## config.mk

```make
export PLATFORM = sky130hd
export DESIGN_NAME = keypad_code_lock_unit
export DESIGN_NICKNAME = d
export VERILOG_FILES = /design/src/design/kcl_pkg.sv /design/src/design/kcl_core.sv /design/src/design/kcl_result_reg.sv /design/src/design/keypad_code_lock_unit.sv
export SDC_FILE = /design/constraint.sdc
export NUM_CORES = 1
export LEC_CHECK = 0
export ABC_AREA = 0
export BUFFER_PORTS_ARGS = -buffer_cell sky130_fd_sc_hd__buf_2
export CORE_MARGIN = 3
export CORE_UTILIZATION = 65
export DETAILED_ROUTE_END_ITERATION = 16
export PLACE_DENSITY = 0.95
export REMOVE_ABC_BUFFERS = 1
export SYNTH_ARGS = -nofsm -noshare
export SYNTH_HDL_FRONTEND = slang
export SYNTH_SLANG_ARGS = --single-unit
```

## constraint.sdc

```tcl
create_clock -name clk -period 5.55 [get_ports clk]
set_input_delay 0.8325 -clock clk [delete_from_list [all_inputs] [get_ports clk]]
set_output_delay 0.8325 -clock clk [all_outputs]
set_load 0.03 [all_outputs]
```

## src/design/kcl_pkg.sv

```systemverilog
// Keypad code lock package: widths, key, status and mode codes, result struct.
// No dependencies.
`timescale 1ns / 1ps

package kcl_pkg;

  localparam int CODE_LENGTH = 6;
  localparam int KEY_W       = 4;
  localparam int CNT_W       = 3;
  localparam int ATT_W       = 4;
  localparam int MODE_W      = 3;
  localparam int STATUS_W    = 4;
  localparam int IDX_W       = (CODE_LENGTH > 1) ? $clog2(CODE_LENGTH) : 1;

  localparam logic [ATT_W-1:0] ATTEMPT_LIMIT_RESET = 4'd3;

  localparam logic [KEY_W-1:0] KEY_DIGIT_MAX = 4'd9;
  localparam logic [KEY_W-1:0] KEY_CANCEL    = 4'd10;
  localparam logic [KEY_W-1:0] KEY_ERASE     = 4'd11;
  localparam logic [KEY_W-1:0] KEY_CHANGE    = 4'd12;
  localparam logic [KEY_W-1:0] KEY_CONFIRM   = 4'd13;

  localparam logic [MODE_W-1:0] M_ENTER  = 3'd0;
  localparam logic [MODE_W-1:0] M_OPEN   = 3'd1;
  localparam logic [MODE_W-1:0] M_NEW    = 3'd2;
  localparam logic [MODE_W-1:0] M_REPEAT = 3'd3;
  localparam logic [MODE_W-1:0] M_LOCKED = 3'd4;

  localparam logic [STATUS_W-1:0] S_DIGIT     = 4'd0;
  localparam logic [STATUS_W-1:0] S_FULL      = 4'd1;
  localparam logic [STATUS_W-1:0] S_ERASED    = 4'd2;
  localparam logic [STATUS_W-1:0] S_CLEARED   = 4'd3;
  localparam logic [STATUS_W-1:0] S_SHORT     = 4'd4;
  localparam logic [STATUS_W-1:0] S_WRONG     = 4'd5;
  localparam logic [STATUS_W-1:0] S_LOCKED    = 4'd6;
  localparam logic [STATUS_W-1:0] S_UNLOCKED  = 4'd7;
  localparam logic [STATUS_W-1:0] S_CHG_START = 4'd8;
  localparam logic [STATUS_W-1:0] S_NEW_TAKEN = 4'd9;
  localparam logic [STATUS_W-1:0] S_MISMATCH  = 4'd10;
  localparam logic [STATUS_W-1:0] S_CHANGED   = 4'd11;
  localparam logic [STATUS_W-1:0] S_IGNORED   = 4'd12;

  typedef struct packed {
    logic [STATUS_W-1:0] status;
    logic [CNT_W-1:0]    digit_count;
    logic [ATT_W-1:0]    failures;
    logic [MODE_W-1:0]   lock_mode;
    logic                alarm;
  } kcl_result_t;

endpackage

```

## src/design/kcl_core.sv

```systemverilog
// Lock state and single-pass next-state logic for one key transaction.
// Depends on kcl_pkg.
`timescale 1ns / 1ps

module kcl_core (
  input  logic                      clk,
  input  logic                      rst,
  input  logic                      step,
  input  logic [kcl_pkg::KEY_W-1:0] key,
  input  logic                      cfg_wr_en,
  input  logic [kcl_pkg::ATT_W-1:0] cfg_wr_data,
  output kcl_pkg::kcl_result_t      result
);
  import kcl_pkg::*;

  logic [CODE_LENGTH-1:0][KEY_W-1:0] stored_code;
  logic [CODE_LENGTH-1:0][KEY_W-1:0] entry_digits;
  logic [CNT_W-1:0]                  entry_count;
  logic [CNT_W-1:0]                  entry_count_next;
  logic [ATT_W-1:0]                  attempts_left;
  logic [ATT_W-1:0]                  attempts_left_next;
  logic [MODE_W-1:0]                 mode;
  logic [MODE_W-1:0]                 mode_next;
  logic [ATT_W-1:0]                  attempt_limit;
  logic [STATUS_W-1:0]               status;
  logic                              wr_digit;
  logic                              copy_code;
  logic                              match;
  logic                              full;

  assign match = (entry_digits == stored_code);
  assign full  = (entry_count >= CNT_W'(CODE_LENGTH));

  always_comb begin
    entry_count_next   = entry_count;
    attempts_left_next = attempts_left;
    mode_next          = mode;
    status             = S_IGNORED;
    wr_digit           = 1'b0;
    copy_code          = 1'b0;
    if (mode == M_LOCKED) begin
      status = S_LOCKED;
    end else if (mode == M_OPEN) begin
      if (key == KEY_CHANGE) begin
        mode_next          = M_NEW;
        entry_count_next   = '0;
        attempts_left_next = attempt_limit;
        status             = S_CHG_START;
      end
    end else if (key <= KEY_DIGIT_MAX) begin
      if (!full) begin
        wr_digit         = 1'b1;
        entry_count_next = entry_count + 1'b1;
        status           = S_DIGIT;
      end else begin
        status = S_FULL;
      end
    end else if (key == KEY_CANCEL) begin
      if (entry_count != '0) begin
        entry_count_next = '0;
        status           = S_CLEARED;
      end
    end else if (key == KEY_ERASE) begin
      if (entry_count != '0) begin
        entry_count_next = entry_count - 1'b1;
        status           = S_ERASED;
      end
    end else if (key == KEY_CONFIRM) begin
      if (!full) begin
        status = S_SHORT;
      end else begin
        entry_count_next = '0;
        case (mode)
          M_ENTER: begin
            if (match) begin
              mode_next          = M_OPEN;
              attempts_left_next = attempt_limit;
              status             = S_UNLOCKED;
            end else if (attempts_left <= ATT_W'(1)) begin
              attempts_left_next = '0;
              mode_next          = M_LOCKED;
              status             = S_LOCKED;
            end else begin
              attempts_left_next = attempts_left - 1'b1;
              status             = S_WRONG;
            end
          end
          M_NEW: begin
            copy_code = 1'b1;
            mode_next = M_REPEAT;
            status    = S_NEW_TAKEN;
          end
          default: begin
            if (match) begin
              mode_next          = M_ENTER;
              attempts_left_next = attempt_limit;
              status             = S_CHANGED;
            end else begin
              status = S_MISMATCH;
            end
          end
        endcase
      end
    end
  end

  always_comb begin
    result.status      = status;
    result.digit_count = entry_count_next;
    result.failures    = (attempt_limit > attempts_left_next) ?
                         (attempt_limit - attempts_left_next) : '0;
    result.lock_mode   = mode_next;
    result.alarm       = (mode_next == M_LOCKED);
  end

  always_ff @(posedge clk) begin
    if (rst) begin
      attempt_limit <= ATTEMPT_LIMIT_RESET;
      stored_code   <= '0;
      entry_count   <= '0;
      attempts_left <= ATTEMPT_LIMIT_RESET;
      mode          <= M_ENTER;
    end else begin
      if (cfg_wr_en) begin
        attempt_limit <= cfg_wr_data;
      end
      if (step) begin
        entry_count   <= entry_count_next;
        attempts_left <= attempts_left_next;
        mode          <= mode_next;
        if (copy_code) begin
          stored_code <= entry_digits;
        end
      end
    end
  end

  // entry buffer: no reset, read only once every place is written
  always_ff @(posedge clk) begin
    if (step && wr_digit) begin
      entry_digits[entry_count[IDX_W-1:0]] <= key;
    end
  end

endmodule

```

## src/design/kcl_result_reg.sv

```systemverilog
// Result register of the output channel, holds a transaction until taken.
// Depends on kcl_pkg.
`timescale 1ns / 1ps

module kcl_result_reg (
  input  logic                 clk,
  input  logic                 rst,
  input  logic                 load,
  input  kcl_pkg::kcl_result_t result_in,
  input  logic                 out_ready,
  output logic                 out_valid,
  output logic                 free,
  output kcl_pkg::kcl_result_t result_out
);
  import kcl_pkg::*;

  kcl_result_t held;

  assign free       = !out_valid || out_ready;
  assign result_out = held;

  always_ff @(posedge clk) begin
    if (rst) begin
      out_valid <= 1'b0;
    end else if (load) begin
      out_valid <= 1'b1;
    end else if (out_ready) begin
      out_valid <= 1'b0;
    end
  end

  always_ff @(posedge clk) begin
    if (load) begin
      held <= result_in;
    end
  end

endmodule

```

## src/design/keypad_code_lock_unit.sv

```systemverilog
// Keypad code lock: one key transaction in, one result transaction out, at one
// transaction per cycle while the result side is not back-pressured. A key is
// registered on acceptance, then the state update and six-digit code compare
// run in a single combinational pass into the result register. The result
// register loads and raises out_valid when the registered key steps the core,
// after key-register acceptance; result back-pressure stalls the key register.
// No clearing pass after reset. Depends on kcl_pkg, kcl_core, kcl_result_reg.
`timescale 1ns / 1ps

module keypad_code_lock_unit (
  input  logic                         clk,
  input  logic                         rst,
  input  logic                         in_valid,
  output logic                         in_ready,
  input  logic [kcl_pkg::KEY_W-1:0]    key_code,
  output logic                         out_valid,
  input  logic                         out_ready,
  output logic [kcl_pkg::STATUS_W-1:0] status,
  output logic [kcl_pkg::CNT_W-1:0]    digit_count,
  output logic [kcl_pkg::ATT_W-1:0]    failures,
  output logic [kcl_pkg::MODE_W-1:0]   lock_mode,
  output logic                         alarm,
  input  logic                         cfg_wr_en,
  input  logic [kcl_pkg::ATT_W-1:0]    cfg_wr_data
);
  import kcl_pkg::*;

  logic             key_valid;
  logic [KEY_W-1:0] key_reg;
  logic             res_free;
  logic             step;
  kcl_result_t      res_next;
  kcl_result_t      res_out;

  assign step     = key_valid && res_free;
  assign in_ready = !key_valid || res_free;

  always_ff @(posedge clk) begin
    if (rst) begin
      key_valid <= 1'b0;
    end else if (in_valid && in_ready) begin
      key_valid <= 1'b1;
    end else if (step) begin
      key_valid <= 1'b0;
    end
  end

  always_ff @(posedge clk) begin
    if (in_valid && in_ready) begin
      key_reg <= key_code;
    end
  end

  kcl_core u_core (
    .clk         (clk),
    .rst         (rst),
    .step        (step),
    .key         (key_reg),
    .cfg_wr_en   (cfg_wr_en),
    .cfg_wr_data (cfg_wr_data),
    .result      (res_next)
  );

  kcl_result_reg u_result (
    .clk        (clk),
    .rst        (rst),
    .load       (step),
    .result_in  (res_next),
    .out_ready  (out_ready),
    .out_valid  (out_valid),
    .free       (res_free),
    .result_out (res_out)
  );

  assign status      = res_out.status;
  assign digit_count = res_out.digit_count;
  assign failures    = res_out.failures;
  assign lock_mode   = res_out.lock_mode;
  assign alarm       = res_out.alarm;

endmodule

```

# --- After elaboration in Yosys (flattened, before gate mapping) ---
# Index checks and enable logic that the tools add are counted.
word_totals:
  regBits: 83
  inputBits: 13
  out_inout_bits: 17
  wordCells: 124
op_classes:
  add_sub_neg: 4
  n_lt_le_gt_ge: 6
  eq_ne: 9
  n_mux: 68
  reduce_logical: 13
ops:
  columns: ["cell", "count"]
  rows:
  - ["$mux W4", 21]
  - ["$mux W3", 23]
  - ["$bwmux W24", 1]
  - ["$eq A24 B24 Y1", 1]
  - ["$mux W1", 18]
  - ["$eq A4 B4 Y1 const B", 4]
  - ["$pmux W4 S2", 2]
  - ["$demux W4 S3", 1]
  - ["$eq A3 B3 Y1 const B", 2]
  - ["$pmux W3 S2", 1]
  - ["$gt A4 B4 Y1", 1]
  - ["$le A4 B1 Y1 const B", 1]
  - ["$le A4 B4 Y1 const B", 1]
  - ["$logic_and A1 B1 Y1", 4]
  - ["$lt A3 B4 Y1 const B", 1]
  - ["$reduce_bool A2 Y1", 2]
  - ["$sub A4 B1 Y4 const B", 1]
  - ["$sub A4 B4 Y4", 1]
  - ["$add A3 B1 Y3 const B", 1]
  - ["$eq A3 B1 Y1 const B", 1]
  - ["$eq A3 B2 Y1 const B", 1]
  - ["$ge A3 B1 Y1 const B", 1]
  - ["$ge A3 B3 Y1 const B", 1]
  - ["$logic_not A3 Y1", 1]
  - ["other kinds (6)", 8]

# --- Longest topological paths before layout ---
# Gate-level depths: netlist of run 1.
depth:
  word_depth: 12
  depth_mapped: 15
  ltp_nobuf: 14

# --- Modules after synthesis ---
# Synthesis of run 1 repeated with hierarchy kept, for this count alone.
unflattened:
  hier_cells: 458
  hier_area_um2: 4490.6
by_module_without_submodules:
  columns: ["module", "instances", "cells_each", "area_each_um2", "seq_area_each_um2"]
  rows:
  - ["kcl_core", 1, 429, 3811.2, 1481.4]
  - ["kcl_result_reg", 1, 19, 496.7, 470.5]
  - ["keypad_code_lock_unit", 1, 10, 182.7, 140.1]

# --- Worst setup path after synthesis of run 1 ---
# Ideal clock, no wire load.
synth_path:
  kind: "reg2reg"
  startpoint: "register key_reg[1]"
  endpoint: "register u_result.held, in the netlist u_result.result_out[6], data pin"
  arrival_time_ns: 2.870
  t_required_ns: 5.412
  setup_slack_ns: 2.542
  path_stages_with_launch: 14
  synth_period_minus_slack_ns: 3.008
  cell_sequence: "edfxtp_1 > nand4b_4 > or2_1 > or3_1 > or3_1 > nand3b_1 > o22ai_1 > ha_1 > fa_1 > inv_1 > a21o_1 > a21oi_1 > a41o_1 > nor2_1"
synth_via:
  elab_chain_len: 8
synth_rtl:
  columns: ["element", "line_no", "text"]
  rows:
  - ["start: declaration", "keypad_code_lock_unit.sv:29", "logic [KEY_W-1:0] key_reg;"]
  - ["start signal: assignment", "keypad_code_lock_unit.sv:50", "key_reg <= key_code;"]
  - ["$eq A4 B4 Y1", "kcl_core.sv:68", "end else if (key == KEY_CONFIRM) begin"]
  - ["$mux W4", "kcl_core.sv:68", null]
  - ["$mux W4", "kcl_core.sv:63", "end else if (key == KEY_ERASE) begin"]
  - ["$mux W4", "kcl_core.sv:58", "end else if (key == KEY_CANCEL) begin"]
  - ["$mux W4", "kcl_core.sv:50", "end else if (key <= KEY_DIGIT_MAX) begin"]
  - ["$mux W4 *", "kcl_core.sv:43", "end else if (mode == M_OPEN) begin"]
  - ["$mux W4 *", "kcl_core.sv:41", "if (mode == M_LOCKED) begin"]
  - ["named net u_core.attempts_left_next[0]", "kcl_core.sv:21", "logic [ATT_W-1:0] attempts_left_next;"]
  - ["$sub A4 B4 Y4 / $gt A4 B4 Y1 (equally long branches)", "kcl_core.sv:111, kcl_core.sv:110", null]
  - ["end signal: assignment", "kcl_result_reg.sv:34", "held <= result_in;"]
  - ["end: declaration", "kcl_result_reg.sv:17", "kcl_result_t held;"]
# The timed path passes the listed nets; every way through them passes the cells marked *.
# A chain may end at the register's enable or synchronous reset.

# --- Worst setup path in the final report of run 1 ---
layout_path:
  startpoint: "register u_core.entry_digits[10] (netlist bit)"
  endpoint: "register u_result.held, in the netlist u_result.result_out[7], data pin"
layout_via:
  elab_chain_len: 11
layout_rtl:
  columns: ["element", "line_no", "text"]
  rows:
  - ["start: declaration", "kcl_core.sv:17", "logic [CODE_LENGTH-1:0][KEY_W-1:0] entry_digits;"]
  - ["start signal: indexed assignment", "kcl_core.sv:141", "entry_digits[entry_count[IDX_W-1:0]] <= key;"]
  - ["$eq A24 B24 Y1 *", "kcl_core.sv:31", "assign match = (entry_digits == stored_code);"]
  - ["$mux W4 (on tied branches)", "kcl_core.sv:94, kcl_core.sv:75", null]
  - ["$pmux W4 S2 *", "kcl_core.sv:73", "case (mode)"]
  - ["$mux W4 *", "kcl_core.sv:69", "if (!full) begin"]
  - ["$mux W4 *", "kcl_core.sv:68", null]
  - ["$mux W4 *", "kcl_core.sv:63", null]
  - ["$mux W4 *", "kcl_core.sv:58", null]
  - ["$mux W4 *", "kcl_core.sv:50", null]
  - ["$mux W4 *", "kcl_core.sv:43", null]
  - ["$mux W4 *", "kcl_core.sv:41", null]
  - ["$sub A4 B4 Y4 / $gt A4 B4 Y1 (equally long branches)", "kcl_core.sv:111, kcl_core.sv:110", null]
# Every way passes the cells marked *; elsewhere a longest branch is shown, timed or not.

==> flow_summary.toml, run 1 <==
[detailed_routing]
drc_errors = 0
postRouteAntennaNets = 0
drt_iter0_markers = 366
vias = 3625
routed_wl_um = 9960
viasPerCell = 6.56
wl_per_cell_um = 18.0
dr.pass1.iters = 6

[clocking]
cts_resized = 0
cts.sinks = 83
cts_buffer_depth = 2
clk_pin_slew_ns = 0.08
cts_buffers = 9
cts-root-buf = "clkbuf_8"
clk_latency_ns = 0.35
cts_tree = "done"
cts_max_level = 3
post_cts_buffers = 0
cts_hold_buf = 0

[pwr]
ir_drop_mv = 0.260
p_leak_nw = 1.78
report.power.total_w = 0.00127
powerDensity_nw_per_um2 = 273

[floorplan]
io_pins = 30
dieArea_um2 = 7620
start_util_pct = 69.7
rows = 28
die_x_um = 87.3
fp.coreArea_um2 = 6170
die_y_um = 87.3

[critical_path]
regToRegSetupSlack_ns = 1.81
start_kind = "register"
r2r-start = "u_core.entry_digits[10]"
endpoint_kind = "register"
worst_path_max_delay_cell = "or4_1"
path_cells = "xor2_1 > nor4_1 > nand4_1 > or4_1 > and4_4 > a211oi_2 > ha_1 > a21o_1 > a21oi_1 > a41o_1 > nor2_1"
endpoint = "u_result.result_out[7]"
cp_max_fo = 13
crit_type = "register to register"
required_ns = 5.66
startpoint = "u_core.entry_digits[10]"
reg2reg_to = "u_result.result_out[7]"
r2r_cells = 11
slowest_delay_ns = 0.65
crit_arrival_ns = 3.85

[synthesis]
syn_avg_cell_area_um2 = 9.40
ys_seq_area_share_pct = 48.7
yosysTopAreaCell = "edfxtp_1"
syn_inst = 457
ys_warn_count = 0
synth_edf_count = 43
async_flop_share_pct = 0
synthTopCellsByCount = "nand2_1 (73), edfxtp_1 (43), a21oi_1 (42), dfxtp_1 (40), nor2_1 (28)"
ys_types = 57
synth-seq-cells = 83
synth_flop_cell = "edfxtp_1"
netlist.area_leader.share_pct = 30.0
yosys-top-cells-area = "edfxtp_1 (30%), dfxtp_1 (19%), nand2_1 (6.4%)"
synth_area_um2 = 4300
synth.most_common_cell = "nand2_1"

[layout]
n_antenna_cell = 0
area_growth_pct = 8.33
layout-drive-gt1-share_pct = 11.5
layoutNonFillerInstCount = 553
fin_util_pct = 75.5
fin_nets = 498

[outcome]
status = "completed"

[sta]
finalCritPeriodShare_pct = 67.4
tightest_slew_ns = 1.29
hold_violations = 0
min_period_ns = 3.74
maxClockFrequency_mhz = 267
finalSetupViolCount = 0
slew_violations = 0
skew_ns = 0.00529
rsz0062_at_grt = "false"
fin_setup_tns_ns = 0
fin_hold_ws_ns = 0.472
relSlewSlack_pct = 13.4

[global_route]
grt_pass1_vias = 3493
grt_antenna_before_repair = 0
gr-total-overflow = 0
grt_first_pass_wirelength_um = 16500
grt_usage_pct = 28.0
grt_max_degree = 37

[job]
drv_cap = 0

[min_path]
whs_path_depth = 2
hold_class = "register to register"

[placed_design]
port_buffers = 29
dp_hpwl_um = 6590
dp_cells = 537
gp_congestion = 1.01
-- cell type report --
class                      instances  area (um^2)
sequential                        83         2090
multi-input combinational        329         2020
fill                             419         1510
timing repair buffer              32          168
clock buffer                      11          151
tap                               75         93.8
inverter                          18         67.6
clock inverter                     5         58.8
-- how the worst min path moves through the flow --
stage	from	end	slack, ns
4_1_cts	u_core.stored_code[21]	u_core.stored_code[21]	0.47
2_1_floorplan	u_core.stored_code[0]	u_core.stored_code[0]	0.44
5_1_grt	u_core.stored_code[19]	u_core.stored_code[19]	0.49
3_5_place_dp	u_core.stored_code[21]	u_core.stored_code[21]	0.46
6_report	u_core.stored_code[21]	u_core.stored_code[21]	0.47
3_3_place_gp	u_core.stored_code[3]	u_core.stored_code[3]	0.45
-- cell usage in the layout (no fill, tap or decap), types with 4 or more instances in the layout --
| cell type | netlist | layout |
|---|---|---|
| nor4_1 | 12 | 12 |
| dfxtp_1 | 40 | 40 |
| ha_1 | 11 | 11 |
| a31oi_1 | 5 | 5 |
| mux2i_1 | 4 | 4 |
| nand3_1 | 5 | 5 |
| inv_1 | 16 | 16 |
| o22ai_1 | 7 | 7 |
| a21oi_1 | 42 | 42 |
| nand4_1 | 4 | 4 |
| buf_2 | 10 | 29 |
| o21ai_1 | 13 | 13 |
| or3_1 | 6 | 6 |
| nand2_1 | 73 | 73 |
| edfxtp_1 | 43 | 43 |
| o211ai_1 | 7 | 7 |
| nor2_1 | 28 | 28 |
| o21ai_0 | 12 | 12 |
| nand2b_1 | 5 | 5 |
| clkbuf_8 | 0 | 11 |
| xor2_1 | 26 | 26 |
| nor3_1 | 6 | 6 |
| a21o_1 | 7 | 7 |
-- stage by stage --
stage               setup slack, ns  instance area [um^2]
floorplan                      2.34                  4180
global route                   1.60                  4660
global placement               2.03                  4450
detailed placement             1.94                  4450
CTS                            1.85                  4660
finish                         1.81                  4660
-- where the power goes --
group	leakage, nW	internal [W]	switching (W)	total [W]
Sequential	0.724	0.000665	0.0000230	0.000688
Combinational	0.956	0.0000500	0.0000812	0.000131
Clock	0.104	0.000234	0.000217	0.000451
Total	1.78	0.000949	0.000321	0.00127
-- logic make-up (layout without fill, tap and decap cells) --
| kind of cell | Yosys count | count (layout) | synth area share, % |
|---|---|---|---|
| xor gates and xnor gates | 26 | 26 | 5.30 |
| adders and majority gates | 12 | 12 | 3.67 |
| and+or+nand+nor | 160 | 160 | 18.1 |
| AOI/OAI and AO/OA | 127 | 127 | 19.1 |
| buffers and inverters | 45 | 66 | 4.22 |
| muxes | 4 | 4 | 0.932 |
| DFF | 83 | 83 | 48.7 |
-- critical path, delay by kind of cell (launching register included) --
kind	cells	cell delay, ns
compound gates	4	0.77
xor+xnor	1	0.17
fa+ha+maj	1	0.30
flops	1	0.42
simple gates	5	1.82
-- layer usage --
metal / share of wire, % / vias to the layer above / global-route usage (%)
met1: 41 / 1683 / 38.2
met4: 1.9 / 0 / 11.0
li1: - / 1697 / -
met2: 47 / 220 / 43.8
met5: 0 / - / 0
met3: 10 / 25 / 5.77
No activity file was read; power rests on OpenSTA's default activity.
==> run 2: changes to the inputs <==
--- a/config.mk
+++ b/config.mk
@@ -8,9 +8,9 @@
 export ABC_AREA = 0
 export BUFFER_PORTS_ARGS = -buffer_cell sky130_fd_sc_hd__buf_2
 export CORE_MARGIN = 3
-export CORE_UTILIZATION = 65
+export CORE_UTILIZATION = 60
 export DETAILED_ROUTE_END_ITERATION = 16
-export PLACE_DENSITY = 0.95
+export PLACE_DENSITY = 0.9
 export REMOVE_ABC_BUFFERS = 1
 export SYNTH_ARGS = -nofsm -noshare
 export SYNTH_HDL_FRONTEND = slang
==> constraint.sdc (replaced) <==
create_clock -name clk -period 3.9 [get_ports clk]
set_input_delay 0.585 -clock clk [delete_from_list [all_inputs] [get_ports clk]]
set_output_delay 0.585 -clock clk [all_outputs]
set_load 0.03 [all_outputs]
==> run 2 against run 1 <==
Cell count grew 6.1%. Critical path depth is the same. Worst hold slack lost 0.074 ns. Flip-flop and latch count is the same. Clock power grew 33%. Register-to-register slack lost 1.4 ns. Non-clock buffer count grew 13. Global-route usage shrank 1.8 points. First-iteration DRC count grew 37%. Critical endpoint is now u_result.result_out[6].
==> flow_summary.toml, run 2 (synthesis results as in run 1) <==
[clocking]
cts_hold_buf = 0
clk_pin_slew_ns = 0.09
cts-root-buf = "clkbuf_8"
cts_buffers = 9
clk_latency_ns = 0.36
cts_resized = 0
cts_buffer_depth = 2
cts_max_level = 3
cts_tree = "done"
post_cts_buffers = 0
cts.sinks = 83

[detailed_routing]
drt_iter0_markers = 500
viasPerCell = 6.20
wl_per_cell_um = 17.6
drc_errors = 0
postRouteAntennaNets = 0
dr.pass1.iters = 6
vias = 3641
routed_wl_um = 10300

[pwr]
p_leak_nw = 1.84
ir_drop_mv = 0.296
powerDensity_nw_per_um2 = 372

[sta]
min_period_ns = 3.51
finalSetupViolCount = 0
slew_violations = 0
worst_slack_ns = 0.388
relSlewSlack_pct = 40.7
finalCritPeriodShare_pct = 90.1
fin_setup_tns_ns = 0
rsz0062_at_grt = "false"
skew_ns = 0.00686
maxClockFrequency_mhz = 285
tightest_slew_ns = 0.881
hold_violations = 0

[floorplan]
rows = 30
io_pins = 30
fp.coreArea_um2 = 6870
die_y_um = 90.6
die_x_um = 90.6
start_util_pct = 62.6
dieArea_um2 = 8210

[critical_path]
regToRegSetupSlack_ns = 0.39
cp_max_fo = 13
endpoint_kind = "register"
start_kind = "register"
cp_num_buf_inv = 0
reg2reg_to = "u_result.result_out[6]"
cp_top_family = "simple AND/OR/NAND/NOR gates"
path_cells = "xor2_1 > nor4_1 > nand2_1 > or4_1 > and4_4 > a211oi_2 > ha_1 > a21o_1 > a21oi_1 > a41o_1 > nor2_1"
required_ns = 4.02
crit_type = "register to register"
slowest_delay_ns = 0.60
r2r-start = "u_core.entry_digits[18]"
r2r_cells = 11
worst_path_max_delay_cell = "or4_1"
crit_arrival_ns = 3.63

[min_path]
hold_path_end = "key_reg[3]"
whs_path_depth = 1
hold_start = "key_code[3]"
hold_class = "input port to register"

[layout]
mostFrequentLayoutCell = "nand2_1"
fin_nets = 511
design_area_um2 = 4770
area_growth_pct = 10.9
multi_input_area_um2 = 2020
layout-drive-gt1-share_pct = 14.1
n_antenna_cell = 0
seq_area_um2 = 2090
nFillCells = 531
mostFrequentLayoutCells = "nand2_1 (73), edfxtp_1 (43), a21oi_1 (42), dfxtp_1 (40), buf_2 (29)"

[global_route]
grt_first_pass_wirelength_um = 17200
grt_usage_pct = 26.2
grt_max_degree = 37
grt_antenna_before_repair = 0
grt_pass1_vias = 3500
gr-total-overflow = 0

[job]
drv_cap = 0

[placed_design]
dp_hpwl_um = 6960
gp_congestion = 0.947
port_buffers = 29
place_ws_ns = 0.461
place_area_um2 = 4570

[outcome]
status = "completed"
run 2: through the flow:
stage	hold slack, ns	util [%]	power (W)	instances
floorplan	0.442	-	0.00112	430
global placement	0.453	66.5	0.00118	571
detailed placement	0.460	66.5	0.00119	571
CTS	0.387	69.4	0.00177	587
global route	0.383	69.4	0.00185	587
finish	0.398	69.4	0.00177	587
run 2: report_power, final:
| group | leakage [nW] | internal (W) | total (W) | switching, W |
|---|---|---|---|---|
| clock network | 0.0981 | 0.000275 | 0.000602 | 0.000327 |
| registers | 0.724 | 0.000946 | 0.000971 | 0.0000250 |
| logic | 1.02 | 0.0000766 | 0.000202 | 0.000126 |
| total | 1.84 | 0.00130 | 0.00177 | 0.000478 |
run 2: how the worst max path moves through the flow:
stage,from,end,slack [ns],cells past startpoint
floorplan,key_reg[0],u_result.result_out[6],0.69,11
global placement,u_core.entry_digits[18],u_result.result_out[7],0.56,11
detailed placement,u_core.entry_digits[18],u_result.result_out[6],0.46,11
CTS,u_core.entry_digits[18],u_result.result_out[6],0.45,11
global route,u_core.entry_digits[18],u_result.result_out[7],0.14,12
finish,u_core.entry_digits[18],u_result.result_out[6],0.39,11
run 2: cell type report:
| class | instances | share of cell area, % |
|---|---|---|
| Tap cell | 96 | 2.52 |
| Multi-Input combinational cell | 329 | 42.5 |
| Inverter | 18 | 1.42 |
| Clock buffer | 11 | 3.18 |
| Sequential cell | 83 | 43.9 |
| Timing Repair Buffer | 45 | 5.57 |
| Clock inverter | 5 | 0.945 |
run 2: per-layer routing:
layer / GRT usage, % / part of all wire [%]
met1: 36.3 / 44
met2: 40.8 / 46
met3: 5.75 / 8.7
met4: 8.55 / 1.3
met5: 0 / 0
==> run 3: changes to the inputs <==
--- a/config.mk
+++ b/config.mk
@@ -10,6 +10,8 @@
 export CORE_MARGIN = 3
 export CORE_UTILIZATION = 60
 export DETAILED_ROUTE_END_ITERATION = 16
+export GPL_TIMING_DRIVEN = 0
+export MAX_ROUTING_LAYER = met4
 export PLACE_DENSITY = 0.9
 export REMOVE_ABC_BUFFERS = 1
 export SYNTH_ARGS = -nofsm -noshare
==> run 3 against run 2 <==
Sequential share of layout area rose by 0.50 points. Register-to-register slack got worse by 0.18 ns. Non-clock buffer count fell by 10. Design area fell by 1.1%. Largest power group unchanged. Critical path depth did not move. Wire length fell by 4.3%. Via count fell by 1.5%. Global-route usage fell by 0.42 points. First-iteration DRC count fell by 34%. Utilization fell by 0.78 points.
==> flow_summary.toml, run 3 (synthesis results as in run 1) <==
[global_route]
grt_first_pass_wirelength_um = 16500
grt_antenna_before_repair = 0
grt_pass1_vias = 3439
grt_max_degree = 37
grt_usage_pct = 25.7
gr-total-overflow = 0

[sta]
maxClockFrequency_mhz = 271
min_period_ns = 3.69
tightest_slew_ns = 1.14
relSlewSlack_pct = 23.1
worst_slack_ns = 0.209
rsz0062_at_grt = "false"
hold_violations = 0
skew_ns = 0.00909
slew_violations = 0
finalSetupViolCount = 0
finalCritPeriodShare_pct = 94.6

[critical_path]
start_kind = "register"
cp_max_fo = 18
required_ns = 4.01
slowest_delay_ns = 0.75
worst_path_max_delay_cell = "edfxtp_1"
crit_arrival_ns = 3.80
crit_type = "register to register"
cp_top_family = "simple AND/OR/NAND/NOR gates"
path_cells = "nand4b_4 > nor2_2 > nand2_1 > or4_1 > and4_4 > a211oi_2 > ha_1 > a21o_1 > a21oi_1 > a41o_1 > nor2_1"
endpoint_kind = "register"
cp_num_buf_inv = 0

[pwr]
powerDensity_nw_per_um2 = 391
report.power.total_w = 0.00184
ir_drop_mv = 0.272
p_leak_nw = 1.80

[detailed_routing]
routed_wl_um = 9860
wl_per_cell_um = 17.1
drc_errors = 0
wl_met1_um = 4310
wl_met2_um = 4600
dr.pass1.iters = 5
drt_iter0_markers = 329
top_layer_used = "met4"
viasPerCell = 6.22
vias = 3585
route.met3.wl_um = 714
postRouteAntennaNets = 0

[layout]
area_growth_pct = 9.64
layoutNonFillerInstCount = 576
layout-drive-gt1-share_pct = 12.3
mostFrequentLayoutCell = "nand2_1"
fin_util_pct = 68.6
fin_nets = 501
n_antenna_cell = 0
mostFrequentLayoutCells = "nand2_1 (73), edfxtp_1 (43), a21oi_1 (42), dfxtp_1 (40), buf_2 (29)"
nFillCells = 529

[placed_design]
port_buffers = 29
dp_cells = 555
dp_hpwl_um = 6560
gp_congestion = 0.941
place_ws_ns = -0.0125

[floorplan]
fp.coreArea_um2 = 6870
rows = 30
die_x_um = 90.6
start_util_pct = 62.6
io_pins = 30
die_y_um = 90.6
dieArea_um2 = 8210

[min_path]
hold_class = "input port to register"

[job]
drv_cap = 0

[clocking]
cts_buffers = 9
cts-root-buf = "clkbuf_8"
cts_hold_buf = 0
clk_latency_ns = 0.36
clk_pin_slew_ns = 0.08
cts_tree = "done"
cts_max_level = 3
cts.sinks = 83
cts_buffer_depth = 2

[outcome]
status = "completed"
## run 3: repair_timing
item / 4_1_cts / 5_1_grt
pin swaps: 0 / 1
setup endpoints to repair: 3 / 4
resized for setup: 1 / 0
buffers inserted: 0 / 6
gates cloned: 0 / 0
## run 3: layout make-up
type / count / area, um^2 / share of cell area [%]
Sequential cell: 83 / 2090 / 44.4
Clock inverter: 6 / 88.8 / 1.89
Multi-Input combinational cell: 329 / 2030 / 43.1
Clock buffer: 9 / 124 / 2.63
Inverter: 18 / 67.6 / 1.43
Timing Repair Buffer: 35 / 190 / 4.04
Tap cell: 96 / 120 / 2.55
## run 3: per-layer routing
metal	global-route usage (%)	up-vias
met1	34.6	1690
met3	5.33	26
li1	-	1699
met5	-	-
met2	38.7	170
met4	9.57	0
## run 3: per-stage QoR
stage / cell area [um^2] / setup TNS, ns / hold WS (ns)
final: 4710 / 0 / 0.400
after global routing: 4710 / 0 / 0.389
after CTS: 4670 / 0 / 0.392
after detailed placement: 4450 / -0.0267 / 0.462
after global placement: 4450 / 0 / 0.453
after floorplan: 4180 / 0 / 0.442
## run 3: path summary, 6_finish.rpt
| kind | startpoint | to | slack (ns) | depth (start not counted) |
|---|---|---|---|---|
| max | key_reg[0] | u_result.result_out[7] | 0.21 | 11 |
| min | key_code[1] | key_reg[1] | 0.40 | 1 |
| max reg2reg | key_reg[0] | u_result.result_out[7] | 0.21 | 11 |
| min reg2reg | u_core.stored_code[9] | u_core.stored_code[9] | 0.47 | 2 |
## run 3: power by group
group          switching (W)  leakage (nW)  internal [W]
combinational       0.000116         0.967     0.0000720
sequential         0.0000312         0.724      0.000946
clock               0.000318         0.103      0.000358
